## src/hw/rtl/cdv_pkg.sv

```systemverilog
`timescale 1ns / 1ps
`default_nettype none
// ----------------------------------------------------------------------------
// cdv_pkg - shared types and constants of the command datagram validator
// Holds the parse phase encoding, the byte item and the result record that
// travel between the input register, the frame parser and the result register.
// ----------------------------------------------------------------------------
package cdv_pkg;

  localparam int unsigned ByteW  = 8;
  localparam int unsigned SizeW  = 16;
  localparam int unsigned TextW  = 17;
  localparam int unsigned StrW   = 9;

  // text byte counter saturates here; any count above 65535 mismatches
  localparam logic [TextW-1:0] TEXT_SEEN_MAX = {TextW{1'b1}};

  typedef enum logic [2:0] {
    PH_SKIP  = 3'd0,
    PH_THI   = 3'd1,
    PH_TLO   = 3'd2,
    PH_COUNT = 3'd3,
    PH_STR   = 3'd4,
    PH_BHI   = 3'd5,
    PH_BLO   = 3'd6,
    PH_PAY   = 3'd7
  } phase_t;

  typedef struct packed {
    logic [ByteW-1:0] data;
    logic             last;
  } item_t;

  typedef struct packed {
    logic             valid_res;
    logic [ByteW-1:0] param_count;
    logic [SizeW-1:0] text_size;
    logic [SizeW-1:0] binary_size;
    logic             has_binary;
  } result_t;

endpackage
`default_nettype wire

```

## src/hw/rtl/command_datagram_validator.sv

```systemverilog
`timescale 1ns / 1ps
`default_nettype none
// ----------------------------------------------------------------------------
// command_datagram_validator - framing check for byte-serial command datagrams
// Skips lead_skip bytes, decodes the text size, parameter count, strings and
// optional binary part, and reports one result on the last byte.
// ----------------------------------------------------------------------------
// Takes one datagram byte per clock unless in_stall is raised: each byte passes
// an input register, then updates the parse counters, and on the byte flagged
// last_byte its result is loaded into the output register. A stalled result
// holds back only the last byte of the next datagram; other bytes keep flowing.
// lead_skip is written through the cfg channel, which is always ready, and
// must only change between datagrams.
module command_datagram_validator (
  input  wire logic        clk,
  input  wire logic        rst,
  input  wire logic        cfg_valid,
  output logic             cfg_ready,
  input  wire logic [7:0]  lead_skip,
  input  wire logic        in_valid,
  output logic             in_stall,
  input  wire logic [7:0]  byte_in,
  input  wire logic        last_byte,
  output logic             out_valid,
  input  wire logic        out_stall,
  output logic             valid_res,
  output logic [7:0]       param_count,
  output logic [15:0]      text_size,
  output logic [15:0]      binary_size,
  output logic             has_binary
);
  import cdv_pkg::*;

  logic [ByteW-1:0] skip_limit;
  item_t            in_item;
  item_t            held_item;
  logic             held_valid;
  logic             take;
  logic             can_load;
  logic             res_load;
  result_t          res;
  result_t          res_out;

  assign cfg_ready = 1'b1;

  // hold the skip count register
  always_ff @(posedge clk) begin
    if (rst) begin
      skip_limit <= '0;
    end else if (cfg_valid && cfg_ready) begin
      skip_limit <= lead_skip;
    end
  end

  assign in_item.data = byte_in;
  assign in_item.last = last_byte;

  // a last byte waits for room in the result register
  assign take = held_valid && (!held_item.last || can_load);

  cdv_in_reg u_in (
    .clk       (clk),
    .rst       (rst),
    .in_valid  (in_valid),
    .in_stall  (in_stall),
    .in_item   (in_item),
    .take      (take),
    .held_valid(held_valid),
    .held_item (held_item)
  );

  cdv_frame u_frame (
    .clk       (clk),
    .rst       (rst),
    .skip_limit(skip_limit),
    .take      (take),
    .item      (held_item),
    .res_load  (res_load),
    .res       (res)
  );

  cdv_out_reg u_out (
    .clk      (clk),
    .rst      (rst),
    .load     (res_load),
    .res_in   (res),
    .can_load (can_load),
    .out_valid(out_valid),
    .out_stall(out_stall),
    .res_out  (res_out)
  );

  assign valid_res   = res_out.valid_res;
  assign param_count = res_out.param_count;
  assign text_size   = res_out.text_size;
  assign binary_size = res_out.binary_size;
  assign has_binary  = res_out.has_binary;

  // never overwrite a result that is still waiting
  a_no_overrun: assert property (@(posedge clk) disable iff (rst)
    res_load |-> !(out_valid && out_stall))
    else $error("result loaded over a stalled result");

  // a held last byte is blocked only by a stalled result
  a_last_block: assert property (@(posedge clk) disable iff (rst)
    (held_valid && !take) |-> (held_item.last && out_valid && out_stall))
    else $error("byte held without cause");

  // reported binary size is zero whenever no binary part is flagged
  a_bin_zero: assert property (@(posedge clk) disable iff (rst)
    (out_valid && !has_binary) |-> (binary_size == '0))
    else $error("binary size without binary part");

endmodule
`default_nettype wire

```

## src/hw/rtl/cdv_in_reg.sv

```systemverilog
`timescale 1ns / 1ps
`default_nettype none
// ----------------------------------------------------------------------------
// cdv_in_reg - input register of the validator
// Captures one datagram byte per transfer and hands it to the parser when the
// parser can take it; refills in the same cycle it drains.
// ----------------------------------------------------------------------------
module cdv_in_reg (
  input  wire logic          clk,
  input  wire logic          rst,
  input  wire logic          in_valid,
  output logic               in_stall,
  input  wire cdv_pkg::item_t in_item,
  input  wire logic          take,
  output logic               held_valid,
  output cdv_pkg::item_t     held_item
);
  import cdv_pkg::*;

  logic load;

  // accept when empty or draining this cycle
  assign in_stall = held_valid && !take;
  assign load     = in_valid && !in_stall;

  // track occupancy
  always_ff @(posedge clk) begin
    if (rst) begin
      held_valid <= 1'b0;
    end else if (load) begin
      held_valid <= 1'b1;
    end else if (take) begin
      held_valid <= 1'b0;
    end
  end

  // hold payload
  always_ff @(posedge clk) begin
    if (load) begin
      held_item <= in_item;
    end
  end

endmodule
`default_nettype wire

```

## src/hw/rtl/cdv_frame.sv

```systemverilog
`timescale 1ns / 1ps
`default_nettype none
// ----------------------------------------------------------------------------
// cdv_frame - datagram frame parser
// Walks the skip bytes, the size header, the zero-terminated strings and the
// optional binary part one byte at a time, and builds the result record on
// the byte that ends the datagram.
// ----------------------------------------------------------------------------
module cdv_frame (
  input  wire logic                   clk,
  input  wire logic                   rst,
  input  wire logic [cdv_pkg::ByteW-1:0] skip_limit,
  input  wire logic                   take,
  input  wire cdv_pkg::item_t         item,
  output logic                        res_load,
  output cdv_pkg::result_t            res
);
  import cdv_pkg::*;

  phase_t           phase, phase_next;
  logic [ByteW-1:0] skip_seen, skip_seen_next;
  logic [SizeW-1:0] declared_text, declared_text_next;
  logic [TextW-1:0] text_seen, text_seen_next;
  logic [ByteW-1:0] count_byte, count_byte_next;
  logic [StrW-1:0]  strings_left, strings_left_next;
  logic [SizeW-1:0] declared_binary, declared_binary_next;
  logic [SizeW-1:0] binary_seen, binary_seen_next;
  logic             error_mark, error_mark_next;
  phase_t           work_phase;
  logic             consume;
  logic [StrW-1:0]  str_dec;
  logic             bin;

  // next frame state for the byte at hand
  always_comb begin
    phase_next           = phase;
    skip_seen_next       = skip_seen;
    declared_text_next   = declared_text;
    text_seen_next       = text_seen;
    count_byte_next      = count_byte;
    strings_left_next    = strings_left;
    declared_binary_next = declared_binary;
    binary_seen_next     = binary_seen;
    error_mark_next      = error_mark;
    work_phase           = phase;
    consume              = 1'b1;
    str_dec              = strings_left;

    // drop leading bytes until the limit is met, then fall into the header
    if (phase == PH_SKIP) begin
      if (skip_seen < skip_limit) begin
        skip_seen_next = skip_seen + ByteW'(1);
        consume        = 1'b0;
      end else begin
        work_phase = PH_THI;
      end
    end

    if (consume) begin
      unique case (work_phase)
        PH_THI: begin
          declared_text_next = {item.data, {ByteW{1'b0}}};
          phase_next         = PH_TLO;
        end
        PH_TLO: begin
          declared_text_next = {declared_text[SizeW-1:ByteW], item.data};
          phase_next         = PH_COUNT;
        end
        PH_COUNT: begin
          count_byte_next   = item.data;
          strings_left_next = {1'b0, item.data} + StrW'(1);
          text_seen_next    = TextW'(1);
          phase_next        = PH_STR;
        end
        PH_STR: begin
          if (text_seen != TEXT_SEEN_MAX) begin
            text_seen_next = text_seen + TextW'(1);
          end
          // a terminator closes one string; the last one checks the size
          if (item.data == '0) begin
            if (strings_left != '0) begin
              str_dec = strings_left - StrW'(1);
            end
            strings_left_next = str_dec;
            if (str_dec == '0) begin
              if (text_seen_next != {1'b0, declared_text}) begin
                error_mark_next = 1'b1;
              end
              phase_next = PH_BHI;
            end
          end
        end
        PH_BHI: begin
          declared_binary_next = {item.data, {ByteW{1'b0}}};
          phase_next           = PH_BLO;
        end
        PH_BLO: begin
          declared_binary_next = {declared_binary[SizeW-1:ByteW], item.data};
          binary_seen_next     = '0;
          phase_next           = PH_PAY;
        end
        PH_PAY: begin
          if (binary_seen < declared_binary) begin
            binary_seen_next = binary_seen + SizeW'(1);
          end else begin
            error_mark_next = 1'b1;
          end
        end
        default: begin
          error_mark_next = 1'b1;
        end
      endcase
    end
  end

  // build the result from the updated state
  always_comb begin
    bin             = (phase_next == PH_PAY);
    res_load        = take && item.last;
    res.valid_res   = !error_mark_next &&
                      ((phase_next == PH_BHI) ||
                       (bin && (binary_seen_next == declared_binary_next)));
    res.param_count = count_byte_next;
    res.text_size   = declared_text_next;
    res.binary_size = bin ? declared_binary_next : '0;
    res.has_binary  = bin;
  end

  // control state: advance per byte, drop back to skip after a datagram
  always_ff @(posedge clk) begin
    if (rst) begin
      phase        <= PH_SKIP;
      skip_seen    <= '0;
      strings_left <= '0;
      error_mark   <= 1'b0;
      text_seen    <= '0;
      binary_seen  <= '0;
    end else if (take) begin
      if (item.last) begin
        phase        <= PH_SKIP;
        skip_seen    <= '0;
        strings_left <= '0;
        error_mark   <= 1'b0;
        text_seen    <= '0;
        binary_seen  <= '0;
      end else begin
        phase        <= phase_next;
        skip_seen    <= skip_seen_next;
        strings_left <= strings_left_next;
        error_mark   <= error_mark_next;
        text_seen    <= text_seen_next;
        binary_seen  <= binary_seen_next;
      end
    end
  end

  // decoded header fields: cleared between datagrams since they are reported
  always_ff @(posedge clk) begin
    if (rst) begin
      declared_text   <= '0;
      count_byte      <= '0;
      declared_binary <= '0;
    end else if (take) begin
      if (item.last) begin
        declared_text   <= '0;
        count_byte      <= '0;
        declared_binary <= '0;
      end else begin
        declared_text   <= declared_text_next;
        count_byte      <= count_byte_next;
        declared_binary <= declared_binary_next;
      end
    end
  end

  // a finished datagram leaves the parser in the skip phase
  a_restart: assert property (@(posedge clk) disable iff (rst)
    res_load |=> (phase == PH_SKIP) && (skip_seen == '0) && !error_mark)
    else $error("parser did not restart after a datagram");

  // the string phase always has a string still open
  a_str_open: assert property (@(posedge clk) disable iff (rst)
    (phase == PH_STR) |-> (strings_left != '0) && (text_seen != '0))
    else $error("string phase with no open string");

  // payload count never passes the declared size
  a_pay_bound: assert property (@(posedge clk) disable iff (rst)
    binary_seen <= declared_binary)
    else $error("payload count beyond declared size");

  // state only moves when a byte is taken
  a_idle_hold: assert property (@(posedge clk) disable iff (rst)
    !take |=> $stable(phase) && $stable(skip_seen) && $stable(text_seen))
    else $error("parser state moved without a byte");

endmodule
`default_nettype wire

```

## src/hw/rtl/cdv_out_reg.sv

```systemverilog
`timescale 1ns / 1ps
`default_nettype none
// ----------------------------------------------------------------------------
// cdv_out_reg - result register of the validator
// Holds one result record until the receiver takes it and reports whether a
// new record can be loaded this cycle.
// ----------------------------------------------------------------------------
module cdv_out_reg (
  input  wire logic             clk,
  input  wire logic             rst,
  input  wire logic             load,
  input  wire cdv_pkg::result_t res_in,
  output logic                  can_load,
  output logic                  out_valid,
  input  wire logic             out_stall,
  output cdv_pkg::result_t      res_out
);
  import cdv_pkg::*;

  // free when empty or the held result transfers now
  assign can_load = !out_valid || !out_stall;

  // track occupancy
  always_ff @(posedge clk) begin
    if (rst) begin
      out_valid <= 1'b0;
    end else if (load) begin
      out_valid <= 1'b1;
    end else if (!out_stall) begin
      out_valid <= 1'b0;
    end
  end

  // hold payload
  always_ff @(posedge clk) begin
    if (load) begin
      res_out <= res_in;
    end
  end

endmodule
`default_nettype wire

```

## config.mk

```make
export PLATFORM = sky130hd
export DESIGN_NAME = command_datagram_validator
export DESIGN_NICKNAME = d
export VERILOG_FILES = /design/src/hw/rtl/cdv_pkg.sv /design/src/hw/rtl/command_datagram_validator.sv /design/src/hw/rtl/cdv_in_reg.sv /design/src/hw/rtl/cdv_frame.sv /design/src/hw/rtl/cdv_out_reg.sv
export SDC_FILE = /design/constraint.sdc
export NUM_CORES = 1
export LEC_CHECK = 0
export BUFFER_PORTS_ARGS = -buffer_cell sky130_fd_sc_hd__clkbuf_2
export CORE_ASPECT_RATIO = 2
export CORE_MARGIN = 2
export CORE_UTILIZATION = 62
export CTS_BUF_LIST = sky130_fd_sc_hd__clkbuf_8
export DETAILED_ROUTE_END_ITERATION = 6
export HOLD_SLACK_MARGIN = 0.06
export PLACE_DENSITY = 0.9
export SETUP_SLACK_MARGIN = 0.05
export SYNTH_ARGS = -nofsm -noshare
export SYNTH_HDL_FRONTEND = slang
export SYNTH_SLANG_ARGS = --single-unit
```

## constraint.sdc

```tcl
create_clock -name clk -period 4 [get_ports clk]
set_clock_uncertainty 0.05 [all_clocks]
set_input_delay 0.2 -clock clk [delete_from_list [all_inputs] [get_ports clk]]
set_output_delay 0.2 -clock clk [all_outputs]
set_load 0.02 [all_outputs]
```

==> results of run 1 <==
==> power groups by stage <==
stage | combinational, mW | clock, mW | sequential (mW)
2_1_floorplan | 0.148 | 0 | 1.71
3_3_place_gp | 0.238 | 0 | 1.71
3_5_place_dp | 0.242 | 0 | 1.71
4_1_cts | 0.259 | 1.27 | 1.67
5_1_grt | 0.289 | 1.33 | 1.68
6_report | 0.271 | 1.27 | 1.67
==> registers in the layout, summed over array words and instances, names as in the netlist <==
signal                   flops
skip_limit                   8
u_frame.binary_seen         16
u_frame.count_byte           8
u_frame.declared_binary     16
u_frame.declared_text       16
u_frame.error_mark           1
u_frame.phase                3
u_frame.skip_seen            8
u_frame.strings_left         9
u_frame.text_seen           17
u_in.held_item               9
u_in.held_valid              1
u_out.out_valid              1
u_out.res_out               42
==> how the worst max path moves through the flow <==
| stage | slack, ps | startpoint | end |
|---|---|---|---|
| floorplan | 840 | u_frame.declared_binary[2] | u_out.res_out[41] |
| global placement | 380 | u_frame.binary_seen[7] | u_out.res_out[41] |
| detailed placement | 240 | u_frame.declared_binary[7] | u_out.res_out[41] |
| CTS | 240 | u_frame.binary_seen[7] | u_out.res_out[41] |
| global route | 80 | u_frame.declared_binary[2] | u_out.res_out[41] |
| finish | 150 | u_frame.binary_seen[7] | u_out.res_out[41] |
==> cells in the final DEF, fill, tap and decap left out, types with 5 or more instances in the layout <==
cell / Yosys / layout
nor2_1: 151 / 150
dfxtp_1: 104 / 104
nand2_1: 88 / 88
clkbuf_2: 4 / 64
a21oi_1: 56 / 56
a22oi_1: 51 / 51
edfxtp_1: 51 / 51
inv_1: 40 / 42
buf_4: 2 / 41
o21ai_0: 39 / 39
nand3_1: 30 / 30
ha_1: 29 / 29
xnor2_1: 27 / 27
nor3_1: 26 / 26
mux2i_1: 24 / 24
nand4_1: 22 / 22
xor2_1: 19 / 19
dlygate4sd3_1: 0 / 19
clkbuf_8: 0 / 18
mux2_2: 14 / 14
nor4_1: 14 / 14
and3_1: 14 / 14
a31oi_1: 13 / 13
or3_1: 11 / 11
a22o_1: 10 / 10
a211oi_1: 9 / 9
nand2b_1: 8 / 8
a32oi_1: 6 / 6
or4_1: 6 / 6
o211ai_1: 5 / 5
a2111oi_0: 6 / 5
==> through the flow <==
| stage | area, µm² | instances | hold WS [ps] |
|---|---|---|---|
| floorplan | 8760 | 1022 | 249 |
| global placement | 9360 | 1248 | 329 |
| detailed placement | 9360 | 1248 | 329 |
| CTS | 9960 | 1299 | 137 |
| global route | 9970 | 1300 | 205 |
| finish | 9970 | 1300 | 202 |
==> timing repair <==
action | in CTS | in global routing
hold buffers | 19 | 0
endpoints found under the hold margin | 19 | 0
gates resized for setup | 0 | 1
setup endpoints to repair | 0 | 1
==> critical path: stages, from the launching register on <==
cell     delay, ps
dfxtp_1        380
ha_1           330
nand2_1        100
or3_1          340
o221a_2        330
o21ai_1        430
o31ai_1        140
or4_1          520
nor4b_1        420
nand4_1        140
o41ai_1        450
==> cell families after synthesis <==
family,synth area share
simple gates,0.213
compound gates,0.192
flops,0.412
buf+inv,0.0493
xor+xnor,0.0460
mux,0.0454
fa+ha+maj,0.0414
other cells,0.000428
==> layout make-up <==
| type | count | area (µm²) | share of cell area |
|---|---|---|---|
| flip-flops and latches | 155 | 3610 | 0.363 |
| well taps | 189 | 236 | 0.0237 |
| diodes | 1 | 2.50 | 0.000251 |
| multi-input cells | 758 | 4720 | 0.474 |
| inverters | 40 | 150 | 0.0151 |
| clock buffers | 18 | 248 | 0.0249 |
| repair buffers | 125 | 823 | 0.0826 |
| clock inverters | 14 | 169 | 0.0169 |
==> metal layers <==
layer	share of wire	vias to the layer above	GRT usage
li1	-	3876	-
met1	0.32	3999	0.401
met2	0.50	536	0.669
met3	0.072	216	0.0783
met4	0.10	0	0.331
met5	0	-	0
==> impl_metrics.toml, run 1 <==
[route]
routed_wl_um = 28700
routed_wire_length_per_instance_um = 22.1
drt-pass1-iter-count = 7
viasPerCell = 6.64
detailedRoute.firstIterationViolations = 938
vias = 8627
remaining_drc_errors = 7
drt.antenna.violating_nets = 0

[clocking]
clock_latency_ps = 470
clock_sinks = 155
worst_setup_hold_path_clk_slew_ps = 90
clockRootBuffer = "clkbuf_8"
cts_setup_buffers = 0
cts_tree = "done"
cts_made_buffers = 17
clk_path_buf_depth = 2
htreeDepth = 4

[timing]
worst_slew_pin_slew_ps = 1070
setup_total_negative_slack_ps = 0
report.final.hold_viol_count = 0
post-route-period-util = 0.961
slew_headroom = 0.290
final-setup-viol-count = 0
fin_ws_ps = 155
fmaxAchievable_mhz = 260
grt_setup_unrepaired = "false"
slew_violations = 0
post-route-min-period_ps = 3850

[power]
total_leakage_power_nw = 3.75
power_density_nw_per_um2 = 322
totalPowerFinal_mw = 3.21
switching_power_uw = 834
pwr-share-seq = 0.521
comb_power_share = 0.084
cellInternalPower_mw = 2.38
p_sw_frac = 0.260
power_frac_clock = 0.395
peakVddDrop_mv = 0.277

[worst_setup_path]
worstPathArrival_ps = 4050
worstReg2RegEnd = "u_out.res_out[41]"
worst_setup_path_start_kind = "flip-flop"
worstRegToRegCells = 10
timing_worst_setup_path_type = "reg2reg"
worstSetupEndpointType = "flip-flop"
r2r_setup_slack_ps = 150
critPathMaxFanout = 8
r2r_start = "u_frame.binary_seen[7]"
critical_path_required_ps = 4210

[synthesis]
mappedNetlistArea_um2 = 8760
post_synth_edffs = 51
mappedNetlistNets = 1073
yosysTopAreaCellShare = 0.238
cell_taking_the_most_area_after_synthesis = "dfxtp_1"
post_synth_main_area_contributors = "dfxtp_1 24%, edfxtp_1 17%, nor2_1 6.5%, a22oi_1 4.4%, ha_1 4.1%"
post_synth.cell_area_avg_um2 = 8.58
sequential_fraction_of_the_synthesis_area = 0.412
synth.most_common_cell = "nor2_1"
ys_ff_latch = 155
synth_async_sr_flop_share = 0
ys.flop_type = "dfxtp_1"
yosys_warnings = 0
netlist_instances = 1022
synth_common_cells = "151 x nor2_1, 104 x dfxtp_1, 88 x nand2_1"
ys_types = 69

[placement]
dpl_worst_slack_ps = 239
portBuffers = 65
dp.final_hpwl_um = 19900
place_congestion = 0.997

[global_routing]
first_global_vias = 8424
grt_util_all_layers = 0.393
grt-ovfl-total = 0
grt_antenna_before_repair = 1
grt_first_pass_wirelength_um = 44800
grt_max_degree = 53

[layout]
nets_final = 1148
final_layout_size_suffix_gt1_frac = 0.145
fin_util = 0.717
fillerInstances = 1080
area_delta_synth_final_pct = 13.7

[outcome]
failing_checks = "design-rule violations"
outcome = "complete, but fails checks"

[floorplanning]
start_util = 0.631
chip_height_um = 172
die_w_um = 88.1
core.rowCount = 61
fp.coreArea_um2 = 13900
floorplan.die_area_um2 = 15200
floorplan.io_pins = 67

[worst_hold_path]
hold_path_class = "in2reg"
worst_hold_path.num_cells = 3
hold_start = "cfg_valid"
hold-path-endpoint = "skip_limit[1]"

[run]
maxCapViolations = 0
No activity file was read; power rests on OpenSTA's default activity.
==> run 2: changes to the inputs <==
--- a/config.mk
+++ b/config.mk
@@ -8,11 +8,11 @@
 export BUFFER_PORTS_ARGS = -buffer_cell sky130_fd_sc_hd__clkbuf_2
 export CORE_ASPECT_RATIO = 2
 export CORE_MARGIN = 2
-export CORE_UTILIZATION = 62
-export CTS_BUF_LIST = sky130_fd_sc_hd__clkbuf_8
+export CORE_UTILIZATION = 61
+export CTS_BUF_LIST = sky130_fd_sc_hd__clkbuf_8 sky130_fd_sc_hd__clkbuf_16
 export DETAILED_ROUTE_END_ITERATION = 6
 export HOLD_SLACK_MARGIN = 0.06
-export PLACE_DENSITY = 0.9
+export PLACE_DENSITY = 0.89
 export SETUP_SLACK_MARGIN = 0.05
 export SYNTH_ARGS = -nofsm -noshare
 export SYNTH_HDL_FRONTEND = slang
==> run 2 against run 1 <==
  * The run now ends clean
  * Clock-buffer cell count fell by 1
  * Flip-flop and latch count is the same
  * Combinational power fell by 3%
  * Critical path type unchanged
  * Highest routed layer unchanged
==> impl_metrics.toml, run 2 (same netlist as run 1, synthesis figures left out) <==
[route]
drt-pass1-iter-count = 6
viasPerCell = 6.58
routed_wl_um = 26600
detailedRoute.firstIterationViolations = 806
routed_wire_length_per_instance_um = 20.5
remaining_drc_errors = 0
drt.antenna.violating_nets = 0
vias = 8559

[worst_setup_path]
worstRegToRegCells = 10
critical_path_required_ps = 4190
worst_path_dominant_cell_family = "compound AO/OA/AOI/OAI gates"
r2r_setup_slack_ps = 380
critPathMaxFanout = 11
timing_worst_setup_path_type = "reg2reg"
r2r_start = "u_frame.binary_seen[2]"
worstReg2RegEnd = "u_out.res_out[41]"
crit_path_cell_trace = "ha_1 -> a211o_1 -> a31oi_1 -> o221ai_1 -> a2111oi_1 -> mux2i_1 -> o22ai_1 -> nor4_1 -> nand4_1 -> o41ai_1"
worstSetupEndpointType = "flip-flop"
worst_setup_path_endpoint = "u_out.res_out[41]"
critPathSlowestCell = "dfxtp_1"
critical_path_buf_inv_count = 0
slowest_delay_ps = 560
cp_num_cells = 10
worst_setup_path_start_kind = "flip-flop"
crit_path_start = "u_frame.binary_seen[2]"
worstPathArrival_ps = 3800

[run]
maxCapViolations = 0

[placement]
portBuffers = 65
place_congestion = 1.05
dp.final_hpwl_um = 17900

[global_routing]
grt_antenna_before_repair = 0
first_global_vias = 8147
grt-ovfl-total = 0
grt_first_pass_wirelength_um = 41900
grt_max_degree = 47
grt_util_all_layers = 0.351

[layout]
biggestRegsByFlops = "u_out.res_out: 42 flops, u_frame.text_seen: 17 flops"
nets_final = 1146
fin_util = 0.714
largest_register_ff_count = 42
area_of_the_multi_input_gates_um2 = 4720
mostFrequentLayoutCell = "nor2_1"
ff_latch_area_um2 = 3610
antennaDiodeCount = 0
area_delta_synth_final_pct = 15.6
final_layout_size_suffix_gt1_frac = 0.144
final_cell_mix = "150 x nor2_1, 104 x dfxtp_1, 88 x nand2_1, 64 x clkbuf_2, 56 x a21oi_1"
fillerInstances = 1038
regMostFlops = "u_out.res_out"

[timing]
slew_headroom = 0.454
worst_slew_pin_slew_ps = 818
final-setup-viol-count = 0
post-route-period-util = 0.905
report.final.hold_viol_count = 0
fmaxAchievable_mhz = 276
slew_violations = 0
post-route-min-period_ps = 3620
grt_setup_unrepaired = "false"
setup_total_negative_slack_ps = 0

[clocking]
clockRootBuffer = "clkbuf_16"
htreeDepth = 4
clock_sinks = 155
clk_path_buf_depth = 2
cts_made_buffers = 17
worst_setup_hold_path_clk_slew_ps = 70
clock_latency_ps = 440
cts_tree = "done"
cts_setup_buffers = 0

[floorplanning]
chip_height_um = 174
fp.coreArea_um2 = 14200
core.rowCount = 62
start_util = 0.617
die_w_um = 88.8
floorplan.io_pins = 67
floorplan.die_area_um2 = 15400

[power]
p_sw_frac = 0.256
cellInternalPower_mw = 2.69
total_leakage_power_nw = 3.82
pwr-share-seq = 0.464
power_density_nw_per_um2 = 357
comb_power_share = 0.073
switching_power_uw = 927
peakVddDrop_mv = 0.311
power_frac_clock = 0.463

[worst_hold_path]
hold_path_class = "in2reg"

[outcome]
outcome = "completed"
## run 2: cell count changes in the layout (fill, tap and decap cells not counted)
| cell | before | now |
|---|---|---|
| clkinv_4 | 2 | 1 |
| clkinv_1 | 0 | 1 |
| clkbuf_8 | 18 | 0 |
| buf_4 | 41 | 39 |
| clkbuf_16 | 0 | 17 |
| bufinv_16 | 3 | 2 |
| clkinvlp_4 | 1 | 0 |
| inv_4 | 1 | 0 |
| diode_2 | 1 | 0 |
| inv_6 | 4 | 6 |
| inv_8 | 0 | 4 |
| inv_1 | 42 | 40 |
## run 2: worst min-delay path, cell delays in order
cell and delay [ps]:
clkbuf_2 250, mux2i_1 120, nor2_1 80
## run 2: layout make-up
cell class                      instances  area share
Sequential cell                       155       0.356
Clock inverter                         15      0.0173
Clock buffer                           17      0.0420
Timing Repair Buffer                  123      0.0797
Tap cell                              192      0.0237
Inverter                               40      0.0148
Multi-Input combinational cell        758       0.466
## run 2: power groups by stage
stage / Clock (mW) / Combinational [mW] / Sequential, mW
2_1_floorplan: 0 / 0.148 / 1.71
3_3_place_gp: 0 / 0.233 / 1.71
3_5_place_dp: 0 / 0.238 / 1.71
4_1_cts: 1.68 / 0.254 / 1.67
5_1_grt: 1.75 / 0.281 / 1.68
6_report: 1.68 / 0.264 / 1.68
## run 2: how the worst min path moves through the flow
| stage | endpoint | slack [ps] | cells past startpoint | startpoint |
|---|---|---|---|---|
| 2_1_floorplan | u_in.held_item[0] | 250 | 0 | last_byte |
| 3_5_place_dp | u_in.held_item[4] | 330 | 1 | byte_in[3] |
| 3_3_place_gp | u_in.held_item[5] | 330 | 1 | byte_in[4] |
| 5_1_grt | skip_limit[6] | 200 | 3 | cfg_valid |
| 4_1_cts | skip_limit[0] | 160 | 3 | cfg_valid |
| 6_report | skip_limit[0] | 190 | 3 | cfg_valid |
## run 2: timing repair
item	in CTS	in global routing
hold buffers	19	0
endpoints found under the setup margin	0	1
endpoints found under the hold margin	19	0
resized for setup	0	1
## run 2: stage by stage
step	hold slack, ps	power [mW]	cells	setup slack (ps)	area, µm²
after floorplan	249	1.86	1022	843	8760
after global placement	328	1.94	1249	453	9340
after detailed placement	329	1.95	1249	424	9340
after CTS	161	3.60	1300	393	10100
after global routing	198	3.71	1300	83.8	10100
final	188	3.61	1300	381	10100
## run 2: routing by layer
layer / wire length (µm) / track usage
met1: 9900 / 0.445
met4: 1650 / 0.216
met3: 2290 / 0.0567
met2: 12800 / 0.547
met5: 0 / 0
